[src/pec_pkg.sv]
// package for the percent escape codec: types, codes and byte classifiers
package pec_pkg;

    localparam int BYTE_W     = 8;
    localparam int MAX_OUT    = 3;
    localparam int CNT_W      = 2;
    localparam int QDEPTH     = 2;
    localparam int QPTR_W     = (QDEPTH > 1) ? $clog2(QDEPTH) : 1;
    localparam int QCNT_W     = $clog2(QDEPTH + 1);
    localparam int APB_DATA_W = 32;
    localparam int APB_ADDR_W = 3;

    localparam logic [BYTE_W-1:0] CH_PCT = 8'h25;

    localparam logic DIR_ENCODE = 1'b0;
    localparam logic DIR_DECODE = 1'b1;

    localparam logic REG_DIRECTION = 1'b0;

    typedef enum logic [1:0] {
        HOLD_NONE  = 2'd0,
        HOLD_PCT   = 2'd1,
        HOLD_DIGIT = 2'd2
    } t_hold;

    typedef struct packed {
        logic [MAX_OUT-1:0][BYTE_W-1:0] bytes;
        logic [CNT_W-1:0]               cnt;
        logic                           str_end;
    } t_cmd;

    typedef struct packed {
        logic we;
        logic dir;
    } t_cfg_wr;

    function automatic logic is_safe(input logic [BYTE_W-1:0] b);
        return (b inside {[8'h61:8'h7A], [8'h41:8'h5A], [8'h30:8'h39],
                          8'h24, 8'h2D, 8'h5F, 8'h2E, 8'h2B, 8'h21,
                          8'h2A, 8'h27, 8'h28, 8'h29, 8'h2C, 8'h3A});
    endfunction

    function automatic logic is_hex(input logic [BYTE_W-1:0] b);
        return (b inside {[8'h30:8'h39], [8'h41:8'h46], [8'h61:8'h66]});
    endfunction

    function automatic logic [3:0] hex_val(input logic [BYTE_W-1:0] b);
        logic [3:0] v;
        if (b inside {[8'h30:8'h39]}) begin
            v = b[3:0];
        end else begin
            v = b[3:0] + 4'd9;
        end
        return v;
    endfunction

    function automatic logic [BYTE_W-1:0] hex_char(input logic [3:0] n);
        logic [BYTE_W-1:0] c;
        if (n < 4'd10) begin
            c = 8'h30 + {4'd0, n};
        end else begin
            c = 8'h37 + {4'd0, n};
        end
        return c;
    endfunction

endpackage

[src/pec_front.sv]
// front end: direction register, escape state and per-item result planning
module pec_front (
    input  logic                   i_clk,
    input  logic                   i_rst_n,
    input  logic                   i_push,
    input  logic                   i_q_full,
    input  logic [7:0]             i_in_byte,
    input  logic                   i_in_end,
    input  pec_pkg::t_cfg_wr       i_cfg,
    output logic                   o_q_push,
    output pec_pkg::t_cmd          o_cmd,
    output logic                   o_dir
);
    import pec_pkg::*;

    logic              r_dir;
    t_hold             r_hold;
    logic [BYTE_W-1:0] r_digit;
    t_hold             n_hold;
    logic [BYTE_W-1:0] n_digit;
    logic              accept;
    t_cmd              cmd;

    assign accept = i_push && !i_q_full;

    always_comb begin
        cmd         = '0;
        cmd.str_end = i_in_end;
        n_hold      = r_hold;
        n_digit     = r_digit;
        if (r_dir == DIR_ENCODE) begin
            if (is_safe(i_in_byte)) begin
                cmd.bytes[0] = i_in_byte;
                cmd.cnt      = 2'd1;
            end else begin
                cmd.bytes[0] = CH_PCT;
                cmd.bytes[1] = hex_char(i_in_byte[7:4]);
                cmd.bytes[2] = hex_char(i_in_byte[3:0]);
                cmd.cnt      = 2'd3;
            end
        end else begin
            case (r_hold)
                HOLD_PCT: begin
                    if (is_hex(i_in_byte)) begin
                        n_digit = i_in_byte;
                        n_hold  = HOLD_DIGIT;
                    end else begin
                        n_hold             = HOLD_NONE;
                        cmd.bytes[cmd.cnt] = CH_PCT;
                        cmd.cnt            = cmd.cnt + 2'd1;
                        if (i_in_byte == CH_PCT) begin
                            n_hold = HOLD_PCT;
                        end else begin
                            cmd.bytes[cmd.cnt] = i_in_byte;
                            cmd.cnt            = cmd.cnt + 2'd1;
                        end
                    end
                end
                HOLD_DIGIT: begin
                    n_hold = HOLD_NONE;
                    if (is_hex(r_digit) && is_hex(i_in_byte)) begin
                        cmd.bytes[cmd.cnt] = {hex_val(r_digit), hex_val(i_in_byte)};
                        cmd.cnt            = cmd.cnt + 2'd1;
                    end else begin
                        cmd.bytes[cmd.cnt] = CH_PCT;
                        cmd.cnt            = cmd.cnt + 2'd1;
                        cmd.bytes[cmd.cnt] = r_digit;
                        cmd.cnt            = cmd.cnt + 2'd1;
                        if (i_in_byte == CH_PCT) begin
                            n_hold = HOLD_PCT;
                        end else begin
                            cmd.bytes[cmd.cnt] = i_in_byte;
                            cmd.cnt            = cmd.cnt + 2'd1;
                        end
                    end
                    n_digit = '0;
                end
                default: begin
                    n_hold = HOLD_NONE;
                    if (i_in_byte == CH_PCT) begin
                        n_hold = HOLD_PCT;
                    end else begin
                        cmd.bytes[cmd.cnt] = i_in_byte;
                        cmd.cnt            = cmd.cnt + 2'd1;
                    end
                end
            endcase
            if (i_in_end) begin
                if (n_hold == HOLD_PCT) begin
                    cmd.bytes[cmd.cnt] = CH_PCT;
                    cmd.cnt            = cmd.cnt + 2'd1;
                end else if (n_hold == HOLD_DIGIT) begin
                    cmd.bytes[cmd.cnt] = CH_PCT;
                    cmd.cnt            = cmd.cnt + 2'd1;
                    cmd.bytes[cmd.cnt] = n_digit;
                    cmd.cnt            = cmd.cnt + 2'd1;
                end
            end
        end
        if (i_in_end) begin
            n_hold  = HOLD_NONE;
            n_digit = '0;
        end
    end

    always_ff @(posedge i_clk) begin
        if (!i_rst_n) begin
            r_dir   <= DIR_ENCODE;
            r_hold  <= HOLD_NONE;
            r_digit <= '0;
        end else if (i_cfg.we) begin
            r_dir   <= i_cfg.dir;
            r_hold  <= HOLD_NONE;
            r_digit <= '0;
        end else if (accept) begin
            r_hold  <= n_hold;
            r_digit <= n_digit;
        end
    end

    assign o_q_push = accept && (cmd.cnt != '0);
    assign o_cmd    = cmd;
    assign o_dir    = r_dir;

endmodule

[src/pec_queue.sv]
// short command queue between the front end and the output serializer
module pec_queue (
    input  logic          i_clk,
    input  logic          i_rst_n,
    input  logic          i_push,
    input  pec_pkg::t_cmd i_cmd,
    input  logic          i_pop,
    output logic          o_full,
    output logic          o_valid,
    output pec_pkg::t_cmd o_head
);
    import pec_pkg::*;

    t_cmd              r_mem [QDEPTH];
    logic [QPTR_W-1:0] r_wr_ptr;
    logic [QPTR_W-1:0] r_rd_ptr;
    logic [QCNT_W-1:0] r_count;
    logic              do_push;
    logic              do_pop;

    assign o_full  = (r_count == QCNT_W'(QDEPTH));
    assign o_valid = (r_count != '0);
    assign o_head  = r_mem[r_rd_ptr];
    assign do_push = i_push && !o_full;
    assign do_pop  = i_pop && o_valid;

    always_ff @(posedge i_clk) begin
        if (do_push) begin
            r_mem[r_wr_ptr] <= i_cmd;
        end
    end

    always_ff @(posedge i_clk) begin
        if (!i_rst_n) begin
            r_wr_ptr <= '0;
            r_rd_ptr <= '0;
            r_count  <= '0;
        end else begin
            if (do_push) begin
                r_wr_ptr <= (r_wr_ptr == QPTR_W'(QDEPTH - 1)) ? '0 : r_wr_ptr + QPTR_W'(1);
            end
            if (do_pop) begin
                r_rd_ptr <= (r_rd_ptr == QPTR_W'(QDEPTH - 1)) ? '0 : r_rd_ptr + QPTR_W'(1);
            end
            if (do_push && !do_pop) begin
                r_count <= r_count + QCNT_W'(1);
            end else if (do_pop && !do_push) begin
                r_count <= r_count - QCNT_W'(1);
            end
        end
    end

endmodule

[src/pec_back.sv]
// back end: walks the queued results one byte per cycle, while the output register is free or being popped, into it
module pec_back (
    input  logic          i_clk,
    input  logic          i_rst_n,
    input  logic          i_q_valid,
    input  pec_pkg::t_cmd i_q_head,
    output logic          o_q_pop,
    input  logic          pop,
    output logic          empty,
    output logic [7:0]    o_out_byte,
    output logic          o_run_last,
    output logic          o_out_end
);
    import pec_pkg::*;

    logic [CNT_W-1:0]  r_idx;
    logic              r_out_valid;
    logic [BYTE_W-1:0] r_out_byte;
    logic              r_run_last;
    logic              r_out_end;
    logic              load;
    logic              last_byte;

    assign last_byte = (r_idx == i_q_head.cnt - 2'd1);
    assign load      = i_q_valid && (!r_out_valid || pop);
    assign o_q_pop   = load && last_byte;

    always_ff @(posedge i_clk) begin
        if (load) begin
            r_out_byte <= i_q_head.bytes[r_idx];
            r_run_last <= last_byte;
            r_out_end  <= last_byte && i_q_head.str_end;
        end
    end

    always_ff @(posedge i_clk) begin
        if (!i_rst_n) begin
            r_idx       <= '0;
            r_out_valid <= 1'b0;
        end else begin
            if (load) begin
                r_idx       <= last_byte ? '0 : r_idx + 2'd1;
                r_out_valid <= 1'b1;
            end else if (pop) begin
                r_out_valid <= 1'b0;
            end
        end
    end

    assign empty      = !r_out_valid;
    assign o_out_byte = r_out_byte;
    assign o_run_last = r_run_last;
    assign o_out_end  = r_out_end;

endmodule

[src/percent_escape_codec.sv]
// top level of the percent escape codec
//
//  channel  | handshake         | payload
//  ---------+-------------------+-----------------------------------
//  input    | push / full       | i_in_byte, i_in_end
//  result   | empty / pop       | o_out_byte, o_run_last, o_out_end
//  config   | psel/penable/...  | direction at byte address 0
//
// an item is taken while the queue is not full; its results leave at one byte per cycle
// while the result register is free or being popped: three bytes for an encoded escape,
// up to three for a broken decode escape, none for a decode byte that is only held
// the output serializer sets the sustained rate; a two-entry queue decouples it
// a full queue raises full; a held result register raises nothing upstream by itself
// synchronous active-low reset empties queue and output and selects encode
module percent_escape_codec (
    input  logic                            i_clk,
    input  logic                            i_rst_n,
    input  logic                            push,
    output logic                            full,
    input  logic [7:0]                      i_in_byte,
    input  logic                            i_in_end,
    output logic                            empty,
    input  logic                            pop,
    output logic [7:0]                      o_out_byte,
    output logic                            o_run_last,
    output logic                            o_out_end,
    input  logic                            psel,
    input  logic                            penable,
    input  logic                            pwrite,
    input  logic [pec_pkg::APB_ADDR_W-1:0]  paddr,
    input  logic [pec_pkg::APB_DATA_W-1:0]  pwdata,
    output logic [pec_pkg::APB_DATA_W-1:0]  prdata,
    output logic                            pready
);
    import pec_pkg::*;

    t_cfg_wr cfg;
    t_cmd    f_cmd;
    t_cmd    q_head;
    logic    f_push;
    logic    q_full;
    logic    q_valid;
    logic    q_pop;
    logic    dir;

    assign pready  = 1'b1;
    assign cfg.we  = psel && penable && pwrite && pready && (paddr[2] == REG_DIRECTION);
    assign cfg.dir = pwdata[0];
    assign prdata  = (paddr[2] == REG_DIRECTION) ? {{(APB_DATA_W-1){1'b0}}, dir} : '0;
    assign full    = q_full;

    pec_front u_front (
        .i_clk     (i_clk),
        .i_rst_n   (i_rst_n),
        .i_push    (push),
        .i_q_full  (q_full),
        .i_in_byte (i_in_byte),
        .i_in_end  (i_in_end),
        .i_cfg     (cfg),
        .o_q_push  (f_push),
        .o_cmd     (f_cmd),
        .o_dir     (dir)
    );

    pec_queue u_queue (
        .i_clk   (i_clk),
        .i_rst_n (i_rst_n),
        .i_push  (f_push),
        .i_cmd   (f_cmd),
        .i_pop   (q_pop),
        .o_full  (q_full),
        .o_valid (q_valid),
        .o_head  (q_head)
    );

    pec_back u_back (
        .i_clk      (i_clk),
        .i_rst_n    (i_rst_n),
        .i_q_valid  (q_valid),
        .i_q_head   (q_head),
        .o_q_pop    (q_pop),
        .pop        (pop),
        .empty      (empty),
        .o_out_byte (o_out_byte),
        .o_run_last (o_run_last),
        .o_out_end  (o_out_end)
    );

endmodule

[config.mk]
export PLATFORM = sky130hd
export DESIGN_NAME = percent_escape_codec
export DESIGN_NICKNAME = d
export VERILOG_FILES = /design/src/pec_pkg.sv /design/src/pec_front.sv /design/src/pec_queue.sv /design/src/pec_back.sv /design/src/percent_escape_codec.sv
export SDC_FILE = /design/constraint.sdc
export NUM_CORES = 1
export LEC_CHECK = 0
export BUFFER_PORTS_ARGS = -buffer_cell sky130_fd_sc_hd__buf_2
export CORE_MARGIN = 1.5
export CORE_UTILIZATION = 45
export CTS_CLUSTER_SIZE = 20
export DETAILED_ROUTE_END_ITERATION = 8
export GPL_TIMING_DRIVEN = 0
export PLACE_DENSITY = 0.74
export REMOVE_ABC_BUFFERS = 1
export SLEW_MARGIN = 25
export SYNTH_ARGS = -nofsm -noshare
export SYNTH_HDL_FRONTEND = slang
export SYNTH_SLANG_ARGS = --single-unit
[constraint.sdc]
create_clock -name i_clk -period 9.05 [get_ports i_clk]
set_input_delay 1.81 -clock i_clk [delete_from_list [all_inputs] [get_ports i_clk]]
set_output_delay 1.81 -clock i_clk [all_outputs]
set_load 0.01 [all_outputs]
# Word level (Yosys, flattened, before mapping)
# Memory sizes are Yosys's and may differ from the RTL's. A register that Yosys moved wholly into a read port is not among the register bits.
# Cells that the tools add are included.
# word_totals
ff_bits	28
ramBits	54
inputBits	51
out_inout_bits	45
memories	1
# mem_list
memory	depth	word_bits	read_ports	rd_clocked_by_memory_dff	write_ports	line_no	rtl
u_queue.r_mem	2	27	1	1	1	pec_queue.sv:14	t_cmd r_mem [QDEPTH];
# classes
addsub	14
n_lt_le_gt_ge	21
eq_ne	19
n_mux	54
bitwise	5
reduce_logical	38
# ops
op	count
26-bit 2-to-1 mux	4
8-bit 2-to-1 mux	13
8-bit by 6-bit == test with 1-bit output (second input constant)	12
8-bit by 7-bit less-or-equal comparator with 1-bit output (second input constant)	6
10-bit 2-to-1 mux	4
8-bit demux with 2-bit select	2
8-bit by 7-bit greater-or-equal comparator with 1-bit output (second input constant)	4
16-bit 2-to-1 mux	2
8-bit one-hot mux with 2 select lines	2
6-bit by 4-bit adder with 7-bit output (first input constant)	4
24-bit bitwise mux	1
1-bit logical AND	23
10-bit one-hot mux with 2 select lines	1
18-bit 2-to-1 mux	1
2-bit 2-to-1 mux	9
8-bit binary-select mux with 2-bit select	1
8-bit by 6-bit greater-or-equal comparator with 1-bit output (second input constant)	2
8-bit by 6-bit less-or-equal comparator with 1-bit output (second input constant)	2
15-bit bitwise AND	1
15-bit inverter	1
15-bit nonzero test	1
1-bit 2-to-1 mux	11
2-bit nonzero test	5
2-bit by 3-bit < comparator with 1-bit output (second input constant)	3
19 further kinds	36

# Longest topological paths before layout
# logic_depth
word_depth	25
ltp_mapped	21

# Cells and area by module
# A second synthesis with hierarchy kept.
# unflattened
hier_cells	548
area_unflattened_um2	5535.3
# modules_own_cells
mod	n_inst	cells_per_inst	area_each_um2
pec_front	1	341	2404.8
pec_queue	1	109	2182.1
pec_back	1	62	681.9
percent_escape_codec	1	36	266.5

# Worst setup path before layout
# No wires, ideal clock.
# synth_timing
kind	input to register
start	in i_in_byte[1]
end	mem u_queue.r_mem[0][0] in the netlist's numbering, enable pin
setup_ns	0.414
t_arrival_ns	6.454
required_ns	8.636
setup_slack_ns	2.182
cell_stages	16
n_path_buf	2
path_cell_list	clkbuf_1 inv_1 ha_1 or4b_4 a31oi_1 a2bb2oi_1 a21boi_0 a21oi_1 ha_1 clkbuf_1 o211ai_1 a211oi_1 o21ai_0 o211ai_1 o311a_4 nor2b_1
# synth_between
elab_chain_cells	18
elab_cells_between_ends	55
classes_between	add/sub: 2; order compare: 8; eq/ne: 15; mux: 19; reduce/logical: 11
# synth_lines
item	line_no	rtl
start: declaration	percent_escape_codec.sv:20	input logic [7:0] i_in_byte,
8-bit by 6-bit greater-or-equal comparator with 1-bit output, or another cell as far along	pec_pkg.sv:38, pec_pkg.sv:44	
1-bit logical AND, on equally long branches	pec_pkg.sv:38, pec_pkg.sv:44	
3-bit nonzero test	pec_pkg.sv:44	return (b inside {[8'h30:8'h39], [8'h41:8'h46], [8'h61:8'h66]});
1-bit logical AND	pec_front.sv:61	if (is_hex(r_digit) && is_hex(i_in_byte)) begin
10-bit 2-to-1 mux	pec_front.sv:61	
10-bit one-hot mux with 2 select lines	pec_front.sv:42	case (r_hold)
10-bit 2-to-1 mux	pec_front.sv:31	if (r_dir == DIR_ENCODE) begin
2-bit by 1-bit adder with 2-bit output	pec_front.sv:91, pec_front.sv:94	
[... 3 more ...]	-	
26-bit 2-to-1 mux	pec_front.sv:88	if (i_in_end) begin
26-bit 2-to-1 mux (*)	pec_front.sv:31	
2-bit nonzero test (*)	pec_front.sv:121	assign o_q_push = accept && (cmd.cnt != '0);
1-bit logical AND (*)	pec_front.sv:121	
1-bit logical AND (*)	pec_queue.sv:24	assign do_push = i_push && !o_full;
named net u_queue.do_push	pec_queue.sv:18	logic do_push;
1-bit 2-to-1 mux (*)	pec_queue.sv:28	if (do_push) begin
1-bit 2-to-1 mux (not written as such) (*)	pec_queue.sv:29	r_mem[r_wr_ptr] <= i_cmd;
end: declaration	pec_queue.sv:14	
# Mark *: on every way through the listed nets, which the timed path passes. The rest lies on a longest branch. The select of a mux whose other input is x is not followed.

# Worst setup path in the final report
# layout_timing
start	in i_in_byte[1]
end	reg u_queue.r_count[1]
# layout_between
elab_chain_cells	19
elab_cells_between_ends	58
classes_between	add/sub: 2; order compare: 8; eq/ne: 15; mux: 18; reduce/logical: 15
# layout_lines
item	line_no	rtl
8-bit by 6-bit greater-or-equal comparator with 1-bit output, or another cell as far along	pec_pkg.sv:38, pec_pkg.sv:44	
1-bit logical AND, on equally long branches	pec_pkg.sv:38, pec_pkg.sv:44	
3-bit nonzero test	pec_pkg.sv:44	
1-bit logical AND	pec_front.sv:61	
10-bit 2-to-1 mux	pec_front.sv:61	
10-bit one-hot mux with 2 select lines	pec_front.sv:42	
10-bit 2-to-1 mux	pec_front.sv:31	
2-bit by 1-bit adder with 2-bit output	pec_front.sv:91, pec_front.sv:94	
[... 4 more ...]	-	
26-bit 2-to-1 mux (*)	pec_front.sv:31	
2-bit nonzero test (*)	pec_front.sv:121	
1-bit logical AND (*)	pec_front.sv:121	
1-bit logical AND (*)	pec_queue.sv:24	
named net u_queue.do_push	pec_queue.sv:18	
1-bit logical NOT	pec_queue.sv:47	end else if (do_pop && !do_push) begin
1-bit logical AND	pec_queue.sv:47	
2-bit nonzero test (no source line)	-	
end signal: assignment	pec_queue.sv:46	r_count <= r_count + QCNT_W'(1);
end signal: assignment	pec_queue.sv:48	r_count <= r_count - QCNT_W'(1);
end: declaration	pec_queue.sv:17	logic [QCNT_W-1:0] r_count;
# Marks and branches as above.
# A chain may end at the register's enable or synchronous reset.

==> reports/results.ini <==
[final_layout]
num-nets-final = 628
antenna_cells = 0
layout-drive-gt1-share_pct = 14.1
fillers = 1062
fin_cells = 707
syn_to_final_growth_pct = 7.54
finish.utilization_pct = 49.4

[sta]
max_freq_mhz = 147
layout_min_cycle_time_ns = 6.81
rsz0062_at_grt = no
min_period_over_period_pct = 75.2
finClkSkew_ns = 0.0116
hold_violations = 0
worstMarginPinSlew_ns = 0.834
slew_viol_final = 0
setup_viol = 0
fin_tns_setup_ns = 0
slew_headroom_pct = 44.3

[pwr]
power.leakage_nw = 2.14
p_int_mw = 0.859
p_seq_share_pct = 46.0
switchingPower_mw = 0.356
p_sw_share_pct = 29.3
powerDensity_nw_per_um2 = 206
p_comb_share_pct = 24.8
vdd_drop_max_v = 0.000120
clkPwrFrac_pct = 29.2

[floorplanning]
dieArea_um2 = 12900
core_um2 = 12000
die_h_um = 113
pin_count = 96
die_w_um = 113
initial_utilization_pct = 45.9
fp-row-count = 40

[clock_network]
insertion_delay_ns = 0.33
cts_setup_buffers = 0
root_buffer = clkbuf_16
cts_max_level = 3
holdBufCountCts = 0
clockBufferDepth = 2
cts_sinks = 83
cts_resized = 0
cts_buffers = 9
path_clk_slew_ns = 0.06
cts_tree = done

[yosys]
syn-cell-area_um2 = 5490
ys_seq_area_share_pct = 41.9
synth-edff-count = 64
yosysUniqueCellTypes = 75
synthArstFlopShare_pct = 0
syn_avg_cell_area_um2 = 10.1
ys.warnings.count = 0
ys.flop_type = edfxtp_1
syn_inst = 546
synth-seq-cells = 83

[global_routing]
grt_pass1_wl_mm = 23.0
antenna_found_initial = 0
grt_overflow = 0
grt_usage_pct = 23.1
grt_start_max_net_pins = 28
first_global_vias = 4274

[worst_setup_path]
r2r_cells = 17
crit_required_ns = 9.29
endpoint_kind = flip-flop
arrival_ns = 7.05
start_kind = primary input
path_class = primary input to flip-flop
path_max_fanout = 14

[place]
port_buffers = 30
dp_hpwl_mm = 10.1
gp_congestion = 0.997
place_inst = 691

[routing]
wl_per_cell_um = 19.9
viasPerCell = 6.16
antenna_left = 0
vias = 4356
drc_errors = 0
postRouteWirelength_mm = 14.1
dr.first_iter.drc_count = 586
drtPass1Iterations = 7

[worst_hold_path]
holdPathStages = 2
hp-class = flip-flop to flip-flop

[flow_run]
drv_cap = 0

[status]
status = completed

-- synth_stat cells (4+ instances only) --
library cell,number,share of area [%]
a22oi_1,18,2.5
nand2b_1,6,0.68
a21oi_1,23,2.1
nor2b_1,8,0.91
a21o_1,6,0.82
a32oi_1,12,1.9
xnor2_1,9,1.4
mux2i_1,15,2.7
buf_1,4,0.27
nor3_1,9,0.82
nand4_1,5,0.57
o21ai_0,30,2.7
o22ai_1,12,1.4
a2bb2oi_1,6,0.96
nand2_1,31,2.1
o31ai_1,4,0.55
dfxtp_1,19,6.9
a211oi_1,4,0.55
mux4_2,8,3.3
inv_1,29,2.0
nand3_1,10,0.91
clkbuf_1,26,1.8
buf_4,32,4.4
and3_1,6,0.68
and2_1,8,0.91
nor2_1,35,2.4
ha_1,22,5.0
edfxtp_1,64,35
o211ai_1,4,0.55
a31oi_1,8,0.91
o21a_1,5,0.68
-- metrics by stage --
step | setup slack (ns) | hold slack, ns | cell area [µm²] | power, mW
6_report | 2.24 | 0.523 | 5900 | 1.21
5_1_grt | 1.91 | 0.563 | 5900 | 1.28
4_1_cts | 2.36 | 0.525 | 5900 | 1.23
3_5_place_dp | 2.02 | 0.517 | 5610 | 0.870
3_3_place_gp | 0.960 | 0.469 | 5570 | 0.851
2_1_floorplan | 2.63 | 0.451 | 5240 | 0.767
-- worst paths after layout --
kind	start	endpoint	slack, ns
hold reg to reg	u_queue.r_wr_ptr	u_queue.r_wr_ptr	0.52
setup reg to reg	u_front.r_digit[1]	u_queue.r_count[1]	3.99
hold / removal	u_queue.r_wr_ptr	u_queue.r_wr_ptr	0.52
setup / recovery	i_in_byte[1]	u_queue.r_count[1]	2.24
-- power by group through the flow --
stage / Clock [mW] / Sequential (mW) / Combinational [mW]
after CTS: 0.366 / 0.562 / 0.302
after global routing: 0.381 / 0.569 / 0.333
after floorplan: 0 / 0.569 / 0.198
final: 0.355 / 0.558 / 0.301
after detailed placement: 0 / 0.570 / 0.300
after global placement: 0 / 0.567 / 0.284
-- cell type report --
cell class	instances	area [µm²]	area share (%)
Tap cell	147	184	3.12
Timing Repair Buffer	31	170	2.88
Multi-Input combinational cell	399	2840	48.0
Inverter	31	116	1.97
Clock buffer	10	229	3.88
Sequential cell	83	2300	39.0
Clock inverter	6	65.1	1.10
-- per-layer routing --
metal  vias up  GRT usage (%)  routed length [µm]
met4         0           11.4                 548
met1      2056           29.7                5950
met5         -              0                   0
met3        47           4.25                1090
met2       242           37.5                6500
li1       2011              -                   -
-- cell usage in the layout, fill, tap and decap left out, types with 4 or more instances in the layout --
| cell type | netlist | final |
|---|---|---|
| edfxtp_1 | 64 | 64 |
| nor2_1 | 35 | 34 |
| conb_1 | 2 | 32 |
| nand2_1 | 31 | 31 |
| o21ai_0 | 30 | 30 |
| buf_2 | 0 | 30 |
| inv_1 | 29 | 29 |
| a21oi_1 | 23 | 23 |
| ha_1 | 22 | 22 |
| a22oi_1 | 18 | 18 |
| dfxtp_1 | 19 | 18 |
| mux2i_1 | 15 | 15 |
| a32oi_1 | 12 | 12 |
| o22ai_1 | 12 | 12 |
| nand3_1 | 10 | 10 |
| xnor2_1 | 9 | 9 |
| clkbuf_16 | 0 | 9 |
| a31oi_1 | 8 | 8 |
| nor3_1 | 9 | 8 |
| mux4_2 | 8 | 8 |
| nor2b_1 | 8 | 7 |
| and2_1 | 8 | 7 |
| nand2b_1 | 6 | 6 |
| a21o_1 | 6 | 6 |
| and3_1 | 6 | 6 |
| a2bb2oi_1 | 6 | 6 |
| nand4_1 | 5 | 5 |
| o21a_1 | 5 | 5 |
| a211oi_1 | 4 | 4 |
| o211ai_1 | 4 | 4 |
| o31ai_1 | 4 | 4 |
-- cells by family after synthesis --
| family | after synthesis | synth area share, % |
|---|---|---|
| compound gates | 168 | 22.2 |
| simple gates | 140 | 13.6 |
| buf+inv | 94 | 8.75 |
| flops | 83 | 41.9 |
| mux | 25 | 6.43 |
| fa+ha+maj | 22 | 5.01 |
| xor+xnor | 12 | 1.91 |
| other cells | 2 | 0.137 |
-- state kept, by name (all words and copies together), names as in the netlist, named ones only --
name	cells
u_queue.r_mem	54
u_back.o_out_byte	8
u_front.r_digit	8
u_back.r_idx	2
u_front.r_hold	2
u_queue.r_count	2
u_back.o_out_end	1
u_back.o_run_last	1
u_back.r_out_valid	1
u_front.o_dir	1
u_queue.r_rd_ptr	1
u_queue.r_wr_ptr	1
-- worst max-delay path: stages --
cell and delay [ns]:
buf_2 0.25, inv_1 0.20, ha_1 0.29, or4b_4 0.54
a311oi_4 0.41, nor2_2 0.17, nor4_4 0.54, o21ai_0 0.35
ha_1 0.45, o211ai_1 0.23, a211oi_1 0.06, o21ai_0 0.16
o211ai_1 0.21, o311a_4 0.44, ha_1 0.33, or3_1 0.40
a21boi_0 0.19
Power figures use the tool's default switching activity.
